File: src/design/fsv_pkg.sv
// shared types and constants for the fasta stream validator
package fsv_pkg;

  localparam logic [7:0] NlByte      = 8'h0A;
  localparam logic [7:0] HdrByte     = 8'h3E;
  localparam logic [7:0] CaseMask    = 8'hDF;
  localparam logic [7:0] BaseA       = 8'h41;
  localparam logic [7:0] BaseC       = 8'h43;
  localparam logic [7:0] BaseG       = 8'h47;
  localparam logic [7:0] BaseT       = 8'h54;
  localparam logic [7:0] BaseN       = 8'h4E;
  localparam logic [7:0] LenMax      = 8'hFF;
  localparam logic [7:0] MaxLenReset = 8'd80;

  localparam logic KindName = 1'b0;
  localparam logic KindBase = 1'b1;

  typedef struct packed {
    logic [7:0] data_byte;
    logic       last_byte;
  } in_t;

  typedef struct packed {
    logic       char_valid;
    logic       char_kind;
    logic [7:0] char_value;
    logic       record_end;
    logic       format_error;
    logic       file_accepted;
  } out_t;

  // classified byte handed from front to back
  typedef struct packed {
    logic       is_nl;
    logic       is_hdr;
    logic       is_base;
    logic [7:0] raw;
    logic       last;
  } cls_t;

endpackage

File: src/design/fsv_front.sv
// front end: classifies each incoming byte
module fsv_front (
  input  fsv_pkg::in_t  in_data_i,
  output fsv_pkg::cls_t cls_o
);

  logic [7:0] folded;

  assign folded = in_data_i.data_byte & fsv_pkg::CaseMask;

  always_comb begin
    cls_o.is_nl   = (in_data_i.data_byte == fsv_pkg::NlByte);
    cls_o.is_hdr  = (in_data_i.data_byte == fsv_pkg::HdrByte);
    // folding keeps bit 7, so only plain ascii letters match
    cls_o.is_base = (folded == fsv_pkg::BaseA) || (folded == fsv_pkg::BaseC) ||
                    (folded == fsv_pkg::BaseG) || (folded == fsv_pkg::BaseT) ||
                    (folded == fsv_pkg::BaseN);
    cls_o.raw     = in_data_i.data_byte;
    cls_o.last    = in_data_i.last_byte;
  end

endmodule

File: src/design/fsv_fifo.sv
// two-entry queue between front and back
module fsv_fifo (
  input  logic          clk_i,
  input  logic          rst_ni,
  input  logic          push_i,
  input  fsv_pkg::cls_t push_data_i,
  output logic          full_o,
  input  logic          pop_i,
  output logic          empty_o,
  output fsv_pkg::cls_t pop_data_o
);

  fsv_pkg::cls_t mem_q [2];
  logic       wptr_q, wptr_d;
  logic       rptr_q, rptr_d;
  logic [1:0] cnt_q, cnt_d;

  assign full_o     = (cnt_q == 2'd2);
  assign empty_o    = (cnt_q == 2'd0);
  assign pop_data_o = mem_q[rptr_q];

  always_comb begin
    wptr_d = wptr_q;
    rptr_d = rptr_q;
    cnt_d  = cnt_q;
    if (push_i) begin
      wptr_d = ~wptr_q;
    end
    if (pop_i) begin
      rptr_d = ~rptr_q;
    end
    if (push_i && !pop_i) begin
      cnt_d = cnt_q + 2'd1;
    end else if (pop_i && !push_i) begin
      cnt_d = cnt_q - 2'd1;
    end
  end

  always_ff @(posedge clk_i or negedge rst_ni) begin
    if (!rst_ni) begin
      wptr_q <= 1'b0;
      rptr_q <= 1'b0;
      cnt_q  <= 2'd0;
    end else begin
      wptr_q <= wptr_d;
      rptr_q <= rptr_d;
      cnt_q  <= cnt_d;
    end
  end

  always_ff @(posedge clk_i) begin
    if (push_i) begin
      mem_q[wptr_q] <= push_data_i;
    end
  end

endmodule

File: src/design/fsv_back.sv
// back end: line and record tracking, error detection, output register
module fsv_back (
  input  logic          clk_i,
  input  logic          rst_ni,
  input  logic [7:0]    max_len_i,
  input  logic          cls_valid_i,
  input  fsv_pkg::cls_t cls_i,
  output logic          pop_o,
  output logic          out_valid_o,
  input  logic          out_ready_i,
  output fsv_pkg::out_t out_data_o
);

  logic       start_q, start_d;
  logic       hdr_q, hdr_d;
  logic [7:0] len_q, len_d;
  logic       rec_q, rec_d;
  logic       failed_q, failed_d;
  logic       out_valid_q, out_valid_d;
  fsv_pkg::out_t out_q, res;

  logic       err;
  logic [7:0] bumped;

  assign pop_o       = cls_valid_i && (!out_valid_q || out_ready_i);
  assign out_valid_o = out_valid_q;
  assign out_data_o  = out_q;
  assign bumped      = (len_q == fsv_pkg::LenMax) ? len_q : len_q + 8'd1;

  always_comb begin
    start_d  = start_q;
    hdr_d    = hdr_q;
    len_d    = len_q;
    rec_d    = rec_q;
    failed_d = failed_q;
    err      = 1'b0;
    res      = '0;

    if (!failed_q) begin
      if (start_q) begin
        if (cls_i.is_nl) begin
          err = 1'b1;
        end else if (cls_i.is_hdr) begin
          res.record_end = rec_q;
          rec_d   = 1'b1;
          hdr_d   = 1'b1;
          len_d   = 8'd1;
          start_d = 1'b0;
          if (cls_i.last) err = 1'b1;
        end else if (cls_i.is_base) begin
          if (!rec_q) begin
            err = 1'b1;
          end else begin
            hdr_d   = 1'b0;
            len_d   = 8'd1;
            start_d = 1'b0;
            if (max_len_i == 8'd0) err = 1'b1;
            res.char_valid = 1'b1;
            res.char_kind  = fsv_pkg::KindBase;
            res.char_value = cls_i.raw & fsv_pkg::CaseMask;
          end
        end else begin
          err = 1'b1;
        end
      end else if (cls_i.is_nl) begin
        // header with no name, or header line that ends the file
        if (hdr_q && (len_q == 8'd1 || cls_i.last)) err = 1'b1;
        start_d = 1'b1;
        len_d   = 8'd0;
      end else if (hdr_q) begin
        len_d = bumped;
        res.char_valid = 1'b1;
        res.char_kind  = fsv_pkg::KindName;
        res.char_value = cls_i.raw;
        if (cls_i.last) err = 1'b1;
      end else if (!cls_i.is_base) begin
        err = 1'b1;
      end else begin
        len_d = bumped;
        if (bumped > max_len_i) err = 1'b1;
        res.char_valid = 1'b1;
        res.char_kind  = fsv_pkg::KindBase;
        res.char_value = cls_i.raw & fsv_pkg::CaseMask;
      end

      if (!err && cls_i.last) begin
        res.record_end    = 1'b1;
        res.file_accepted = 1'b1;
      end
      if (err) begin
        res              = '0;
        res.format_error = 1'b1;
        failed_d         = 1'b1;
      end
    end

    // end of file brings everything back for the next file
    if (cls_i.last) begin
      start_d  = 1'b1;
      hdr_d    = 1'b0;
      len_d    = 8'd0;
      rec_d    = 1'b0;
      failed_d = 1'b0;
    end

    if (pop_o) begin
      out_valid_d = 1'b1;
    end else if (out_ready_i) begin
      out_valid_d = 1'b0;
    end else begin
      out_valid_d = out_valid_q;
    end
  end

  always_ff @(posedge clk_i or negedge rst_ni) begin
    if (!rst_ni) begin
      start_q     <= 1'b1;
      hdr_q       <= 1'b0;
      len_q       <= 8'd0;
      rec_q       <= 1'b0;
      failed_q    <= 1'b0;
      out_valid_q <= 1'b0;
    end else begin
      out_valid_q <= out_valid_d;
      if (pop_o) begin
        start_q  <= start_d;
        hdr_q    <= hdr_d;
        len_q    <= len_d;
        rec_q    <= rec_d;
        failed_q <= failed_d;
      end
    end
  end

  always_ff @(posedge clk_i) begin
    if (pop_o) begin
      out_q <= res;
    end
  end

endmodule

File: src/design/fasta_stream_validator_core.sv
// top level of the fasta stream validator
// path: each byte is written into the queue, then its result is registered in the back-end output register
// throughput: one byte per cycle while the output side is not stalled, set by the line/record update in the back end
// the two-entry queue and the output register let either side stall; a full queue takes no byte, even while popped
// reset: all line and record state cleared, queue emptied, max_line_length back to 80
module fasta_stream_validator_core (
  input  logic          clk_i,
  input  logic          rst_ni,
  input  logic          in_valid_i,
  output logic          in_ready_o,
  input  fsv_pkg::in_t  in_data_i,
  output logic          out_valid_o,
  input  logic          out_ready_i,
  output fsv_pkg::out_t out_data_o,
  input  logic          cfg_we_i,
  input  logic [7:0]    cfg_wdata_i
);

  logic [7:0]    max_len_q;
  fsv_pkg::cls_t cls_in, cls_head;
  logic          full, empty, push, pop;

  always_ff @(posedge clk_i or negedge rst_ni) begin
    if (!rst_ni) begin
      max_len_q <= fsv_pkg::MaxLenReset;
    end else if (cfg_we_i) begin
      max_len_q <= cfg_wdata_i;
    end
  end

  assign in_ready_o = !full;
  assign push       = in_valid_i && !full;

  fsv_front u_front (
    .in_data_i (in_data_i),
    .cls_o     (cls_in)
  );

  fsv_fifo u_fifo (
    .clk_i       (clk_i),
    .rst_ni      (rst_ni),
    .push_i      (push),
    .push_data_i (cls_in),
    .full_o      (full),
    .pop_i       (pop),
    .empty_o     (empty),
    .pop_data_o  (cls_head)
  );

  fsv_back u_back (
    .clk_i       (clk_i),
    .rst_ni      (rst_ni),
    .max_len_i   (max_len_q),
    .cls_valid_i (!empty),
    .cls_i       (cls_head),
    .pop_o       (pop),
    .out_valid_o (out_valid_o),
    .out_ready_i (out_ready_i),
    .out_data_o  (out_data_o)
  );

endmodule

File: config.mk
export PLATFORM = sky130hd
export DESIGN_NAME = fasta_stream_validator_core
export DESIGN_NICKNAME = d
export VERILOG_FILES = /design/src/design/fsv_pkg.sv /design/src/design/fsv_front.sv /design/src/design/fsv_fifo.sv /design/src/design/fsv_back.sv /design/src/design/fasta_stream_validator_core.sv
export SDC_FILE = /design/constraint.sdc
export NUM_CORES = 1
export LEC_CHECK = 0
export BUFFER_PORTS_ARGS = -buffer_cell sky130_fd_sc_hd__buf_2
export CAP_MARGIN = 0
export CORE_UTILIZATION = 45
export CTS_BUF_LIST = sky130_fd_sc_hd__clkbuf_4 sky130_fd_sc_hd__clkbuf_8 sky130_fd_sc_hd__clkbuf_16
export DETAILED_ROUTE_END_ITERATION = 8
export GPL_ROUTABILITY_DRIVEN = 0
export HOLD_SLACK_MARGIN = 0.03
export PLACE_DENSITY = 0.71
export SLEW_MARGIN = 20
export SYNTH_ARGS = -nofsm -noshare
export SYNTH_HDL_FRONTEND = slang
export SYNTH_SLANG_ARGS = --single-unit
File: constraint.sdc
create_clock -name clk_i -period 3.2 [get_ports clk_i]
set_input_delay 0.48 -clock clk_i [delete_from_list [all_inputs] [get_ports clk_i]]
set_output_delay 0.48 -clock clk_i [all_outputs]
set_load 0.01 [all_outputs]
==> qor.yml <==
outcome:
  outcome: "complete, no violations"
synthesis:
  async_flop_share: 0.403
  syn_avg_cell_area_sq_um: 11.9
  synth_ff_type: "edfxtp_1"
  netlist_area_sq_um: 3110
  synth_edf_count: 37
  yosys_warnings: 0
  ys_types: 53
  synth_seq_cells: 62
  yosys.area.top_type_share: 0.358
  seq_area_frac_synth: 0.560
  yosys.area.top_type: "edfxtp_1"
  syn_inst: 261
  synth.area.top_cells: "edfxtp_1 (36%), dfrtp_1 (18%), ha_1 (4.4%), mux2i_1 (3.2%), dfstp_2 (2.5%)"
  syn_nets: 294
route:
  avgRoutedWirePerCell_um: 15.5
  drtIter0Drc: 156
  drcViolationCount: 0
  vias_per_cell: 5.64
  drtAntennaViolNets: 0
  vias: 2187
  first_pass_iters: 4
  wl_mm: 6.01
clock_tree:
  clock-sinks: 62
  htree_levels: 3
  clkTransAtPathRegs_ns: 0.07
  numCtsBuffers: 9
  root_buffer: "clkbuf_8"
  cts_buffer_depth: 2
  clk_latency_ns: 0.35
  cts_tree: "yes"
sta:
  drv_slew: 0
  setup_violations: 0
  skew_ns: 0.0108
  tightest_slew_ns: 0.994
  fmax_mhz: 328
  setup_ws_ns: 0.148
  setup_tns_ns: 0
  post-route-period-util: 0.954
  rsz0062_at_grt: "false"
  fin_crit_ns: 3.05
  hold_viol_final: 0
  relSlewSlack: 0.335
floorplanning:
  io_pins: 37
  core-area_sq_um: 6490
  initial_core_util: 0.478
  rows: 29
  die_h_um: 85.1
  dieArea_sq_um: 7240
  fp.dieW_um: 85.1
cells_and_area:
  layout_common_cells: "edfxtp_1 (37), buf_2 (36), dfrtp_1 (22)"
  fill_cells: 555
  final_common_cell: "edfxtp_1"
  seqCellArea_sq_um: 1740
  drive_gt1_frac: 0.264
  synthToLayoutAreaGrowth_pct: 18.6
  fin_area_sq_um: 3680
  multi_input_area_sq_um: 1280
  final_nets: 339
  n_antenna_cell: 0
critical_path:
  critical_path_depth: 12
  slowest_stage: "dfrtp_1"
  end_kind: "register"
  crit_fanout: 14
  crit_path_start: "u_back.len_q[1]"
  max_stage_delay_ns: 0.43
  reg2reg_depth: 12
  critPathArrivalTime_ns: 3.11
  r2r_start: "u_back.len_q[1]"
  critPathTopFamily: "simple AND/OR/NAND/NOR gates"
  crit_buf_inv: 1
  critPathRequiredTime_ns: 3.25
  path_class: "register to register"
  startpoint_type: "register"
  cp_cell_sequence: "ha_1 > and4_1 > nand4_4 > nand4_1 > xnor2_1 > ha_1 > nand4_1 > nand2b_1 > a2111oi_0 > nand4bb_1 > buf_12 > a211oi_1"
placed_design:
  io_buffers: 36
  dp_worst_setup_slack_ns: 0.0565
  place_area_sq_um: 3400
  place_hpwl_mm: 4.16
power:
  p_per_area_nw_per_um2: 825
  power_leakage_uw: 0.00149
  power_uw: 3040
  ir_drop_mv: 0.493
flow_run:
  maxCapViolCount: 0
grt:
  grt_pass1_vias: 2098
  grt_max_degree: 26
  antenna_found_initial: 0
  gr-total-overflow: 0
  grtUsageTotal: 0.184
  grt_pass1_wl_mm: 10.2
min_path:
  holdCritPathClass: "primary input to async pin"
## repair_timing
item                                    CTS  global route
endpoints found under the setup margin    0             8
hold endpoints to repair                  0             0
setup buffers                             0             1
hold buffers                              0             0
resized for setup                         0             7
## synth_stat cells, drive strengths merged, types with 2 or more instances
| master | count |
|---|---|
| mux2 | 5 |
| a211oi | 6 |
| or4 | 2 |
| inv | 15 |
| dfstp | 3 |
| a21oi | 10 |
| clkbuf | 7 |
| a22o | 9 |
| o211ai | 2 |
| or2 | 2 |
| xor2 | 2 |
| mux2i | 10 |
| edfxtp | 37 |
| nor3b | 2 |
| ha | 11 |
| a2111oi | 8 |
| nor2 | 17 |
| nor4 | 2 |
| and3 | 2 |
| nand2 | 16 |
| nor4b | 4 |
| o21ai | 13 |
| nand2b | 7 |
| a31oi | 3 |
| nand4 | 7 |
| xnor2 | 5 |
| nand3 | 5 |
| o21a | 3 |
| nor2b | 3 |
| nor3 | 3 |
| buf | 4 |
| dfrtp | 22 |
## power breakdown
group | switching, uW | internal (uW)
clock network | 336 | 528
logic | 530 | 384
registers | 178 | 1080
total | 1040 | 2000
## through the flow
step / util / instances / hold WS, ns
detailed placement: 0.524 / 371 / 0.482
CTS: 0.562 / 387 / 0.142
global placement: 0.524 / 371 / 0.474
finish: 0.567 / 388 / 0.126
global route: 0.567 / 388 / 0.171
floorplan: - / 261 / 0.184
## routing by layer
metal | track usage | share of wire
met1 | 0.258 | 0.48
met2 | 0.276 | 0.46
met3 | 0.0331 | 0.037
met4 | 0.0924 | 0.021
met5 | 0 | 0
## final cells by class
| cell class | count | area share |
|---|---|---|
| repair buffers | 45 | 0.0707 |
| clock buffers | 9 | 0.0336 |
| clock inverters | 7 | 0.0340 |
| well taps | 77 | 0.0262 |
| inverters | 15 | 0.0153 |
| multi-input cells | 173 | 0.348 |
| flip-flops and latches | 62 | 0.472 |
## cells by family (layout without fill, tap and decap cells)
| logic type | count (synthesis) | in the layout | synth area share |
|---|---|---|---|
| and+or+nand+nor | 79 | 79 | 0.144 |
| DFF | 62 | 62 | 0.560 |
| AOI/OAI and AO/OA | 61 | 61 | 0.144 |
| buffers and inverters | 26 | 76 | 0.0358 |
| muxes | 15 | 15 | 0.0515 |
| adders and majority gates | 11 | 11 | 0.0443 |
| xor gates and xnor gates | 7 | 7 | 0.0197 |
## registers in the layout, indices dropped and copies added (netlist names)
name                flops
u_back.out_valid_o      1
u_back.failed_q         1
max_len_q               8
u_back.len_q            8
u_back.out_data_o      13
u_back.hdr_q            1
u_fifo.rptr_q           1
u_fifo.mem_q           24
u_fifo.cnt_q            2
u_back.rec_q            1
u_fifo.wptr_q           1
u_back.start_q          1
## final timing paths
path | slack (ns) | endpoint
setup / recovery | 0.15 | u_back.out_data_o[11]
hold / removal | 0.13 | max_len_q[7]
setup reg to reg | 0.15 | u_back.out_data_o[11]
hold reg to reg | 0.51 | u_back.out_valid_o
max in group asynchronous | 2.69 | u_back.len_q[6]
min in group clk_i | 0.32 | u_fifo.mem_q[1][0]
Power figures use the tool's default switching activity.
